<file path="config.mk">
export PLATFORM = sky130hd
export DESIGN_NAME = double_ended_queue_flat
export DESIGN_NICKNAME = d
export VERILOG_FILES = /design/src/hw/rtl/deq_pkg.sv /design/src/hw/rtl/deq_if.sv /design/src/hw/rtl/deq_ram.sv /design/src/hw/rtl/double_ended_queue.sv /design/src/flat_wrapper.sv
export SDC_FILE = /design/constraint.sdc
export NUM_CORES = 1
export LEC_CHECK = 0
export BUFFER_PORTS_ARGS = -buffer_cell sky130_fd_sc_hd__buf_2
export CORE_UTILIZATION = 40
export CTS_CLUSTER_DIAMETER = 50
export DETAILED_ROUTE_END_ITERATION = 8
export SLEW_MARGIN = 30
export SYNTH_ARGS = -nofsm -noshare
export SYNTH_HDL_FRONTEND = slang
export SYNTH_SLANG_ARGS = --single-unit
</file>
<file path="constraint.sdc">
create_clock -name i_clk -period 4.9 [get_ports i_clk]
set_clock_uncertainty 0.2 [all_clocks]
set_input_delay 0.735 -clock i_clk [delete_from_list [all_inputs] [get_ports i_clk]]
set_output_delay 0.735 -clock i_clk [all_outputs]
set_load 0.02 [all_outputs]
</file>
<file path="src/hw/rtl/deq_pkg.sv">
// Shared types and constants for the double-ended queue.
`default_nettype none

package deq_pkg;

    localparam int DATA_W = 32;
    localparam int CMD_W  = 3;
    localparam int STAT_W = 2;

    // Command codes; codes above CMD_LIST are ignored
    typedef enum logic [CMD_W-1:0] {
        CMD_PUSH_FRONT = 3'd0,
        CMD_PUSH_BACK  = 3'd1,
        CMD_POP_FRONT  = 3'd2,
        CMD_POP_BACK   = 3'd3,
        CMD_LIST       = 3'd4
    } t_cmd;

    // Result status codes
    typedef enum logic [STAT_W-1:0] {
        STAT_OK    = 2'd0,
        STAT_EMPTY = 2'd1,
        STAT_FULL  = 2'd2
    } t_status;

    // Controller states
    typedef enum logic {
        S_IDLE = 1'b0,
        S_LIST = 1'b1
    } t_state;

endpackage

`default_nettype wire

</file>
<file path="src/hw/rtl/deq_if.sv">
// Valid/ready channel interfaces for queue commands and results.
`default_nettype none

interface deq_cmd_if;
    logic                              valid;
    logic                              ready;
    logic [deq_pkg::CMD_W-1:0]         command;
    logic signed [deq_pkg::DATA_W-1:0] value;

    modport source (output valid, output command, output value, input ready);
    modport sink   (input valid, input command, input value, output ready);
endinterface

interface deq_res_if;
    logic                              valid;
    logic                              ready;
    logic signed [deq_pkg::DATA_W-1:0] data;
    logic [deq_pkg::STAT_W-1:0]        status;
    logic                              last;

    modport source (output valid, output data, output status, output last, input ready);
    modport sink   (input valid, input data, input status, input last, output ready);
endinterface

`default_nettype wire

</file>
<file path="src/hw/rtl/deq_ram.sv">
// Generic single-write, single-read RAM with registered read data.
`default_nettype none

module deq_ram #(
    parameter int WIDTH = 32,
    parameter int DEPTH = 16
) (
    input  wire logic                     i_clk,
    input  wire logic                     i_wr_en,
    input  wire logic [$clog2(DEPTH)-1:0] i_wr_addr,
    input  wire logic [WIDTH-1:0]         i_wr_data,
    input  wire logic                     i_rd_en,
    input  wire logic [$clog2(DEPTH)-1:0] i_rd_addr,
    output logic      [WIDTH-1:0]         o_rd_data
);

    logic [WIDTH-1:0] r_mem [DEPTH];
    logic [WIDTH-1:0] r_rd_data;

    // Write port
    always_ff @(posedge i_clk) begin
        if (i_wr_en) begin
            r_mem[i_wr_addr] <= i_wr_data;
        end
    end

    // Read port; hold data while no read is issued
    always_ff @(posedge i_clk) begin
        if (i_rd_en) begin
            r_rd_data <= r_mem[i_rd_addr];
        end
    end

    assign o_rd_data = r_rd_data;

endmodule

`default_nettype wire

</file>
<file path="src/hw/rtl/double_ended_queue.sv">
// Top level of the bounded double-ended queue with RAM-backed entry ring.
`default_nettype none

// A bounded double-ended queue of signed 32-bit values held in a ring of DEPTH words in one
// synchronous RAM. Push front, push back, pop front, pop back and any unused command code
// each complete in the cycle they are accepted, and their result is valid the next cycle, so
// these transactions can follow one another every cycle while results are taken. Each push
// and each pop yields exactly one result, and unused codes yield none. A list of N entries
// reads the RAM once per entry through its single read port: each read word is held as
// pending list data and then moved into the result register, and the entries follow at one
// per cycle while results are taken; no new command is taken until the last entry has
// left the pending slot. An empty list, a pop from an empty queue and a push into a full
// queue give one result with the empty or full status. A single result register holds
// the outgoing result; a new command is taken only when that register is empty or its
// result is taken in the same cycle, so backpressure on the result channel stalls commands.
module double_ended_queue #(
    parameter int DEPTH = 16
) (
    input  wire logic i_clk,
    input  wire logic i_rst_n,
    deq_cmd_if.sink   i_cmd,
    deq_res_if.source o_res
);

    import deq_pkg::*;

    localparam int AW = (DEPTH > 1) ? $clog2(DEPTH) : 1;
    localparam int CW = $clog2(DEPTH + 1);
    localparam int SW = AW + 1;

    // Ring position helpers
    function automatic logic [AW-1:0] f_inc(input logic [AW-1:0] p);
        logic [AW-1:0] q;
        if (p == AW'(DEPTH - 1)) begin
            q = '0;
        end else begin
            q = p + 1'b1;
        end
        return q;
    endfunction

    function automatic logic [AW-1:0] f_dec(input logic [AW-1:0] p);
        logic [AW-1:0] q;
        if (p == '0) begin
            q = AW'(DEPTH - 1);
        end else begin
            q = p - 1'b1;
        end
        return q;
    endfunction

    t_state              r_state, n_state;
    logic [AW-1:0]       r_head, n_head;
    logic [CW-1:0]       r_count, n_count;
    logic [AW-1:0]       r_rd_ptr, n_rd_ptr;
    logic [CW-1:0]       r_left, n_left;
    logic                r_rd_pend, n_rd_pend;
    logic                r_rd_last, n_rd_last;
    logic                r_out_valid, n_out_valid;
    logic [DATA_W-1:0]   r_out_data, n_out_data;
    logic [STAT_W-1:0]   r_out_status, n_out_status;
    logic                r_out_last, n_out_last;

    logic                in_ready;
    logic                in_acc;
    logic                out_free;
    logic                full;
    logic                empty;
    logic [SW-1:0]       tail_sum;
    logic [AW-1:0]       tail_addr;
    logic                wr_en;
    logic [AW-1:0]       wr_addr;
    logic                rd_en;
    logic [DATA_W-1:0]   rd_data;

    deq_ram #(
        .WIDTH (DATA_W),
        .DEPTH (DEPTH)
    ) u_ram (
        .i_clk     (i_clk),
        .i_wr_en   (wr_en),
        .i_wr_addr (wr_addr),
        .i_wr_data (i_cmd.value),
        .i_rd_en   (rd_en),
        .i_rd_addr (r_rd_ptr),
        .o_rd_data (rd_data)
    );

    assign full      = (r_count == CW'(DEPTH));
    assign empty     = (r_count == '0);
    assign out_free  = !r_out_valid || o_res.ready;
    assign tail_sum  = SW'(r_head) + SW'(r_count);
    assign tail_addr = (tail_sum >= SW'(DEPTH)) ? AW'(tail_sum - SW'(DEPTH)) : AW'(tail_sum);
    assign in_ready  = (r_state == S_IDLE) && !r_rd_pend && out_free;
    assign in_acc    = in_ready && i_cmd.valid;

    // Next state, queue pointers, list reads and result register
    always_comb begin
        n_state      = r_state;
        n_head       = r_head;
        n_count      = r_count;
        n_rd_ptr     = r_rd_ptr;
        n_left       = r_left;
        n_rd_pend    = r_rd_pend;
        n_rd_last    = r_rd_last;
        n_out_valid  = r_out_valid;
        n_out_data   = r_out_data;
        n_out_status = r_out_status;
        n_out_last   = r_out_last;
        wr_en        = 1'b0;
        wr_addr      = tail_addr;
        rd_en        = 1'b0;

        // Drop the taken result
        if (out_free) begin
            n_out_valid = 1'b0;
        end

        // Advance pending list data into the result register
        if (r_rd_pend && out_free) begin
            n_out_valid  = 1'b1;
            n_out_data   = rd_data;
            n_out_status = STAT_OK;
            n_out_last   = r_rd_last;
            n_rd_pend    = 1'b0;
        end

        case (r_state)
            S_IDLE: begin
                if (in_acc) begin
                    n_out_data   = '0;
                    n_out_last   = 1'b1;
                    n_out_status = STAT_OK;
                    n_out_valid  = 1'b1;
                    case (t_cmd'(i_cmd.command))
                        CMD_PUSH_FRONT: begin
                            if (full) begin
                                n_out_status = STAT_FULL;
                            end else begin
                                wr_en   = 1'b1;
                                wr_addr = f_dec(r_head);
                                n_head  = f_dec(r_head);
                                n_count = r_count + 1'b1;
                            end
                        end
                        CMD_PUSH_BACK: begin
                            if (full) begin
                                n_out_status = STAT_FULL;
                            end else begin
                                wr_en   = 1'b1;
                                wr_addr = tail_addr;
                                n_count = r_count + 1'b1;
                            end
                        end
                        CMD_POP_FRONT: begin
                            if (empty) begin
                                n_out_status = STAT_EMPTY;
                            end else begin
                                n_head  = f_inc(r_head);
                                n_count = r_count - 1'b1;
                            end
                        end
                        CMD_POP_BACK: begin
                            if (empty) begin
                                n_out_status = STAT_EMPTY;
                            end else begin
                                n_count = r_count - 1'b1;
                            end
                        end
                        CMD_LIST: begin
                            if (empty) begin
                                n_out_status = STAT_EMPTY;
                            end else begin
                                n_out_valid = 1'b0;
                                n_state     = S_LIST;
                                n_rd_ptr    = r_head;
                                n_left      = r_count;
                            end
                        end
                        default: begin
                            n_out_valid = 1'b0;
                        end
                    endcase
                end
            end
            S_LIST: begin
                // Issue the next read once the read data slot will be free
                if (!r_rd_pend || out_free) begin
                    rd_en     = 1'b1;
                    n_rd_pend = 1'b1;
                    n_rd_last = (r_left == CW'(1));
                    n_rd_ptr  = f_inc(r_rd_ptr);
                    n_left    = r_left - 1'b1;
                    if (r_left == CW'(1)) begin
                        n_state = S_IDLE;
                    end
                end
            end
            default: begin
                n_state = S_IDLE;
            end
        endcase
    end

    // State registers
    always_ff @(posedge i_clk) begin
        if (!i_rst_n) begin
            r_state     <= S_IDLE;
            r_head      <= '0;
            r_count     <= '0;
            r_left      <= '0;
            r_rd_pend   <= 1'b0;
            r_out_valid <= 1'b0;
        end else begin
            r_state     <= n_state;
            r_head      <= n_head;
            r_count     <= n_count;
            r_left      <= n_left;
            r_rd_pend   <= n_rd_pend;
            r_out_valid <= n_out_valid;
        end
    end

    // Payload registers
    always_ff @(posedge i_clk) begin
        r_rd_ptr     <= n_rd_ptr;
        r_rd_last    <= n_rd_last;
        r_out_data   <= n_out_data;
        r_out_status <= n_out_status;
        r_out_last   <= n_out_last;
    end

    assign i_cmd.ready  = in_ready;
    assign o_res.valid  = r_out_valid;
    assign o_res.data   = r_out_data;
    assign o_res.status = r_out_status;
    assign o_res.last   = r_out_last;

    // A push into a full queue reports the full status next cycle
    a_full_status: assert property (@(posedge i_clk) disable iff (!i_rst_n)
        (in_acc && full && (i_cmd.command == CMD_PUSH_FRONT || i_cmd.command == CMD_PUSH_BACK))
        |=> (r_out_valid && r_out_status == STAT_FULL && r_out_last))
        else $error("full push did not report full status");

    // A list in progress always has reads left to issue
    a_list_left: assert property (@(posedge i_clk) disable iff (!i_rst_n)
        (r_state == S_LIST) |-> (r_left != '0))
        else $error("list state with no entries left");

    // No RAM write while list reads are outstanding
    a_no_write_in_list: assert property (@(posedge i_clk) disable iff (!i_rst_n)
        (r_state == S_LIST || r_rd_pend) |-> !wr_en)
        else $error("RAM write during list");

    // Pending list data is held until the result register takes it
    a_pend_held: assert property (@(posedge i_clk) disable iff (!i_rst_n)
        (r_rd_pend && !out_free) |=> (r_rd_pend && $stable(r_rd_last) && $stable(rd_data)))
        else $error("pending list data lost");

    // The entry count never exceeds the ring size
    a_count_bound: assert property (@(posedge i_clk) disable iff (!i_rst_n)
        in_acc |=> (r_count <= CW'(DEPTH)))
        else $error("entry count out of range");

endmodule

`default_nettype wire

</file>
<file path="src/flat_wrapper.sv">
// flat-port wrapper written by rule: the top's interface ports become plain ports
module double_ended_queue_flat import deq_pkg::*;
#(
    parameter int DEPTH = 16
)
  (i_clk, i_rst_n, i_cmd_valid, i_cmd_command, i_cmd_value, i_cmd_ready, o_res_valid, o_res_data, o_res_status, o_res_last, o_res_ready);
  deq_cmd_if i_cmd_i ();
  deq_res_if o_res_i ();
  input  wire logic i_clk;
  input  wire logic i_rst_n;
  input wire logic [$bits(i_cmd_i.valid)-1:0] i_cmd_valid;
  input wire logic [$bits(i_cmd_i.command)-1:0] i_cmd_command;
  input wire logic [$bits(i_cmd_i.value)-1:0] i_cmd_value;
  output wire logic [$bits(i_cmd_i.ready)-1:0] i_cmd_ready;
  output wire logic [$bits(o_res_i.valid)-1:0] o_res_valid;
  output wire logic [$bits(o_res_i.data)-1:0] o_res_data;
  output wire logic [$bits(o_res_i.status)-1:0] o_res_status;
  output wire logic [$bits(o_res_i.last)-1:0] o_res_last;
  input wire logic [$bits(o_res_i.ready)-1:0] o_res_ready;
  assign i_cmd_i.valid = i_cmd_valid;
  assign i_cmd_i.command = i_cmd_command;
  assign i_cmd_i.value = i_cmd_value;
  assign i_cmd_ready = i_cmd_i.ready;
  assign o_res_valid = o_res_i.valid;
  assign o_res_data = o_res_i.data;
  assign o_res_status = o_res_i.status;
  assign o_res_last = o_res_i.last;
  assign o_res_i.ready = o_res_ready;
  double_ended_queue #(.DEPTH(DEPTH)) u_core (.i_clk(i_clk), .i_rst_n(i_rst_n), .i_cmd(i_cmd_i), .o_res(o_res_i));
endmodule
</file>
# Word-level counts from Yosys, hierarchy flattened
# Memories as Yosys holds them, arrays and structs flattened. A register that Yosys moved wholly into a read port is not among the register bits.
# Cells that the tools add are included.
dict set report word_totals {
  ff_bits 57
  ram_bits 512
  inputBits 39
  elab_cells 118
  mem_count 1
}
dict set report classes {
  n_addsub 8
  order_cmp 1
  eq_ne 16
  mux 59
  bitwise_logic 1
  n_reduce_logical 21
}
# name words word_bits rd rd_clocked_by_memory_dff wr line
set memory_table {}
lappend memory_table {u_core.u_ram.r_mem 16 32 1 1 1 deq_ram.sv:17} ;# logic [WIDTH-1:0] r_mem [DEPTH];
# operator n
set ops {}
lappend ops {{32-bit 2-to-1 mux} 3}
lappend ops {{4-bit 2-to-1 mux} 14}
lappend ops {{5-bit 2-to-1 mux} 6}
lappend ops {{1-bit 2-to-1 mux} 25}
lappend ops {{5-bit case mux with 2 select lines} 2}
lappend ops {{4-bit case mux with 2 select lines} 2}
lappend ops {{2-bit != test, second input constant} 7}
lappend ops {{5-bit AND reduction} 2}
lappend ops {{5-bit by 1-bit subtractor with 5-bit output, second input constant} 2}
lappend ops {{4-bit by 1-bit adder with 4-bit output, second input constant} 2}
lappend ops {{4-bit equality test, second input constant} 2}
lappend ops {{2-bit 2-to-1 mux} 4}
lappend ops {{4-bit by 1-bit subtractor with 4-bit output, second input constant} 2}
lappend ops {{3-bit by 2-bit equality test with 1-bit output, second input constant} 2}
lappend ops {{4-bit by 5-bit adder with 5-bit output} 1}
lappend ops {{5-bit by 1-bit adder with 5-bit output, second input constant} 1}
lappend ops {{5-bit by 1-bit equality test with 1-bit output, second input constant} 1}
lappend ops {{5-bit equality test, second input constant} 1}
lappend ops {{5-bit greater-or-equal comparator, second input constant} 1}
lappend ops {{5-bit logical NOT} 1}
lappend ops {{1-bit logical AND} 4}
lappend ops {{4-bit logical NOT} 1}
lappend ops {{1-bit case mux with 2 select lines} 2}
lappend ops {{2-bit case mux with 2 select lines} 1}
lappend ops {{other kinds (13)} 17}

# Depth between registers and ports, before layout
dict set report logic_depth {
  word_depth 8
  ltp_mapped 9
  ltp_nobuf 8
}

# Hierarchy
# A second synthesis with hierarchy kept.
dict set report hier_totals {
  hier_cells 1180
  area_unflattened_um2 22933.2
}
# module instances cells_each area_per_inst_um2 seq_area_each_um2
set by_module_without_submodules {}
lappend by_module_without_submodules {deq_ram 1 838 20155.6 16335.7}
lappend by_module_without_submodules {double_ended_queue 1 342 2777.7 1191.1}

# Worst setup path after synthesis
# Ideal clock, no wire load.
dict set report synth_path {
  kind {input -> register}
  start {input i_cmd_command[2]}
  end {memory u_core.u_ram.r_mem[13][0] (enable)}
  setup_time_ns 0.425
  t_arrival_ns 3.363
  required_ns 4.275
  setup_slack_ns 0.913
  path_stages 7
  path_cell_list {buf_2 -> nor4_4 -> and4_2 -> and2_2 -> buf_2 -> a31oi_4 -> nor2b_1}
}
dict set report synth_via {
  elab_chain_len 7
}
# element line
set synth_lines {}
lappend synth_lines {{from (decl)} flat_wrapper.sv:12} ;# input wire logic [$bits(i_cmd_i.command)-1:0] i_cmd_command;
lappend synth_lines {{3-bit by 1-bit equality test with 1-bit output or 3-bit logical NOT (tied branches)} double_ended_queue.sv:135} ;# case (t_cmd'(i_cmd.command))
lappend synth_lines {{2-bit OR reduction (no line)} --}
lappend synth_lines {{1-bit 2-to-1 mux} --}
lappend synth_lines {{1-bit 2-to-1 mux} double_ended_queue.sv:130} ;# if (in_acc) begin
lappend synth_lines {{1-bit 2-to-1 mux} double_ended_queue.sv:128} ;# case (r_state)
lappend synth_lines {{1-bit 2-to-1 mux} deq_ram.sv:22} ;# if (i_wr_en) begin
lappend synth_lines {{1-bit 2-to-1 mux (not written as such)} deq_ram.sv:23} ;# r_mem[i_wr_addr] <= i_wr_data;
lappend synth_lines {{to (decl)} deq_ram.sv:17}
# Parallel ways exist; a longest one is shown, timed or not.

# Worst setup path in the final report
dict set report layout_path {
  start {register u_core.r_state}
  end {memory u_core.u_ram.r_mem[2][7] (enable)}
}
dict set report layout_via {
  elab_chain_len 8
}
# element line
set layout_lines {}
lappend layout_lines {{from (decl)} double_ended_queue.sv:52} ;# t_state r_state, n_state;
lappend layout_lines {{from (signal assigned)} double_ended_queue.sv:215} ;# r_state <= n_state;
lappend layout_lines {{1-bit NOT (no line)} --}
lappend layout_lines {{1-bit logical AND (2 in series)} double_ended_queue.sv:94} ;# assign in_ready = (r_state == S_IDLE) && !r_rd_pend && out_free;
lappend layout_lines {{1-bit logical AND} double_ended_queue.sv:95} ;# assign in_acc = in_ready && i_cmd.valid;
lappend layout_lines {{1-bit 2-to-1 mux} double_ended_queue.sv:130}
lappend layout_lines {{1-bit 2-to-1 mux} double_ended_queue.sv:128}
lappend layout_lines {{1-bit 2-to-1 mux} deq_ram.sv:22}
lappend layout_lines {{1-bit 2-to-1 mux (not written as such)} deq_ram.sv:23}
# Parallel ways exist; a longest one is shown, timed or not.

==> summary.md <==
| Metric | Value |
|---|---|
| Status | `completed` |
| Post-Synthesis Cells | `1,121` |
| Clock Path Buffers | `3` |
| Met2 usage | `between 20% and 30%` |
| WP data required | `roughly 5.0 ns` |
| # IOs | `76` |
| CTS tree | `done` |
| Worst rel slew slack | `a little under two fifths` |
| Critical-path cell with the highest stage delay | `nor2_4` |
| First-pass GRT wire length | `between 70,000 and 80,000 um` |
| Post-cts sizing count | `0` |
| Sw frac | `a little over a fifth` |
| Met3 usage | `4.202%` |
| Max incr delay on CP | `0.79 ns` |
| Worst hold path class | `reg -> reg` |
| Vias | `11,160` |
| Syn. warnings | `0` |
| Min-delay src | `u_core.o_res.data[22]$_DFF_P_` |
| Internal power | `~8.2 mW` |
| GRT overflow | `0` |
| Mean Syn Cell Area | `between 20 and 25 um^2` |
| Layout cells sized above 1 | `between 30% and 40%` |
| Critical path type | `reg -> reg` |
| Fin Setup TNS | `0 ns` |
| NetSw | `~2.2 mW` |
| Post-synth ARST share | `0%` |
| Achievable clock frequency | `~0.26 GHz` |
| Crit-path max FO | `20` |
| Num rows | `87` |
| Die W | `242.7 um` |
| Fillers | `between 4,000 and 5,000` |
| Initial Util | `between 40% and 50%` |
| HPWL after DPL | `approximately 32,000 um` |
| Grt peak-use layer | `met1` |
| Die height | `between 200 and 250 um` |
| NumNets Final | `1,289` |
| Leak Pwr | `~8.4 nW` |
| RR Endpoint | `u_core.u_ram.r_mem[2][7]$_DFFE_PP_` |
| Sequential area share after synthesis | `75.62%` |
| Most common cell in the netlist | `edfxtp_1` |
| DR DRC count | `0` |
| Fin. Hold Viols | `0` |
| Final Slew Violations | `0` |
| Cts hold-fix bufs | `0` |
| Fin crit share | `between 70% and 80%` |
| Max-Cap Viols | `0` |
| Total setup buffers inserted after CTS | `0` |
| Worst Hold Depth | `2` |
| Worst Setup SP | `u_core.r_state$_SDFF_PN0_` |
| RD Place Congestion | `0.7827` |
| Largest net degree at the start of global routing | `37` |
| Clock share of power | `between 40 and 50%` |
| CORE AREA | `between 50,000 and 60,000 um^2` |
| Vias per inst | `5.455` |
| RR Startpoint | `u_core.r_state$_SDFF_PN0_` |
| Arr. time, crit path | `between 3 and 4 ns` |
| Initial DRT Pass Iterations | `5` |
| Num CTS Buffers | `60` |
| Hold Path End | `u_core.o_res.data[22]$_DFF_P_` |
| Later-pin clock latency in the skew report | `roughly 0.63 ns` |
| Post-synth EDFFs | `roughly 550` |
| Synth Flop Type | `edfxtp_1` |
| Root Buffer Master | `clkbuf_16` |
| Endpoint type of the worst setup path | `register` |
| Sink Count | `about 600` |
| Layout area overhead | `14.70%` |
| Comb power frac | `under 10%` |
| Final ANT Viol Nets | `0` |
| GRT Overall Usage | `roughly 18%` |
| Yosys top cell area share | `between 70% and 80%` |
| Clock Pin Slew Worst Setup and Hold Paths | `roughly 0.060 ns` |
| PortBufs | `75` |
| Hold WS | `roughly 0.25 ns` |
| Per-cell routed wire length | `25.04 um` |
| H-tree depth | `2` |
| Critical Path Source Type | `register` |
| Share of power burned in registers | `a little over half` |
| Net Count, Synth | `between 1,000 and 1,500` |
| Initial drt markers | `~1,100` |
| Tightest Pin Transition | `just over 0.9 ns` |
| Initial antenna violation count | `1` |
| #FFs+latches synth | `about 600` |
| Met1 usage | `between 20 and 30%` |
| Worst-path cell chain | `nor2_1 > nand3_1 > nor4_1 > o211ai_1 > nor2_4 > buf_4` |
| Final setup viols | `0` |
| Main area contributors after synthesis | `edfxtp_1 71%, mux4_2 16%, dfxtp_1 4.5%, nand2_1 1.3%, a21oi_1 0.97%` |
| Post-synth top area cell | `edfxtp_1` |
| Total die area | `between 50,000 and 60,000 um^2` |
| Cell Pwr Density | `slightly below 400 nW/um^2` |
| Worst reg2reg path depth | `6` |
| Number of distinct library cells after synthesis | `55` |
| Maximum vdd drop | `0.0002206 V` |
| Min Tclk post-route | `approximately 3.8 ns` |
| RSZ-0062 raised after global routing | `false` |
| DRT Wirelength | `between 50,000 and 60,000 um` |
| Vias in the first global route | `11,200` |
| R2r setup slk | `~1.1 ns` |
| Mapped Area | `between 20,000 and 25,000 um^2` |
| Post-synth top cells | `549 x edfxtp_1, 160 x mux4_2, 83 x nand2_1` |
## power groups by stage
stage | combinational, mW | sequential, mW | clock [mW]
2_1_floorplan | 0.236 | 5.77 | 0
3_3_place_gp | 0.425 | 5.77 | 0
3_5_place_dp | 0.435 | 5.77 | 0
4_1_cts | 0.437 | 5.66 | 4.42
5_1_grt | 0.468 | 5.67 | 4.62
6_report | 0.432 | 5.66 | 4.33
## final cells by class
type	count	area (um^2)	share of cell area (%)
Antenna cell	1	2.502	0.009413
Tap cell	756	945.9	3.558
Clock buffer	82	1605	6.038
Timing Repair Buffer	112	705.7	2.654
Multi-Input combinational cell	448	5499	20.68
Inverter	14	55.05	0.2071
Sequential cell	601	17530	65.93
Clock inverter	31	245.2	0.9224
## worst max-delay path by stage
stage                                          end  slack (ns)  cells after the start
6_report        u_core.u_ram.r_mem[2][7]$_DFFE_PP_        1.09                      6
5_1_grt         u_core.u_ram.r_mem[2][8]$_DFFE_PP_        0.82                      6
4_1_cts         u_core.u_ram.r_mem[2][8]$_DFFE_PP_        1.16                      6
3_5_place_dp   u_core.u_ram.r_mem[2][13]$_DFFE_PP_        0.84                      7
3_3_place_gp    u_core.u_ram.r_mem[2][7]$_DFFE_PP_        0.96                      7
2_1_floorplan  u_core.u_ram.r_mem[13][0]$_DFFE_PP_        0.91                      7
## sequential cells by signal (all words and copies together), names as in the netlist
signal                  count
u_core.r_rd_ptr             4
u_core.r_left               5
u_core.o_res.status         2
u_core.r_rd_pend            1
u_core.r_rd_last            1
u_core.o_res.last           1
u_core.r_head               4
u_core.u_ram.r_mem        512
u_core.r_state              1
u_core.r_count              5
u_core.u_ram.o_rd_data     32
u_core.o_res.data          32
u_core.o_res.valid          1
## worst max-delay path, delay by kind of cell (launching register included)
kind	cells	cell delay, ns
flip-flops	1	0.54
buffers and inverters	1	0.30
AND/OR/NAND/NOR	4	1.98
AO/OA/AOI/OAI	1	0.49
## cells in the final DEF, fill, tap and decap left out, types with 5 or more instances in the layout
cell,instances
nor2b_4,8
clkinv_1,10
clkbuf_16,61
xnor2_1,9
a21boi_0,6
edfxtp_1,549
mux4_2,160
ha_1,11
a21oi_1,45
buf_2,75
clkbuf_1,21
o21ai_0,12
nor2_1,21
nor2_4,8
dfxtp_1,52
buf_4,32
clkinvlp_4,5
nor3_1,5
nand2_1,82
nand3_1,11
inv_1,12
clkinv_2,9
## metrics by stage
stage / worst slack (ns) / utilization, % / area (um^2) / instances / power [mW]
CTS: 1.159 / 46.77 / 26580 / 2044 / 10.52
finish: 1.094 / 46.79 / 26590 / 2045 / 10.43
floorplan: 0.9126 / - / 23180 / 1121 / 6.008
detailed placement: 0.8366 / 43.52 / 24730 / 1931 / 6.208
global placement: 0.9557 / 43.45 / 24690 / 1929 / 6.198
global route: 0.8196 / 46.78 / 26580 / 2044 / 10.75
## metal layers
layer	vias to the layer above	wire length, um
met5	-	0
met4	0	886
met3	70	4000
met2	368	22280
met1	5898	24030
li1	4819	-
## kinds of logic (layout without fill, tap and decap cells)
logic type / count (synthesis) / after routing / synth area share [%]
mux: 167 / 167 / 15.96
buf+inv: 72 / 239 / 1.242
other cells: 0 / 1 / 0
fa+ha+maj: 13 / 13 / 0.7665
compound gates: 87 / 87 / 2.397
xor+xnor: 12 / 12 / 0.4535
flops: 601 / 601 / 75.62
simple gates: 169 / 169 / 3.563
Power figures use the tool's default switching activity.
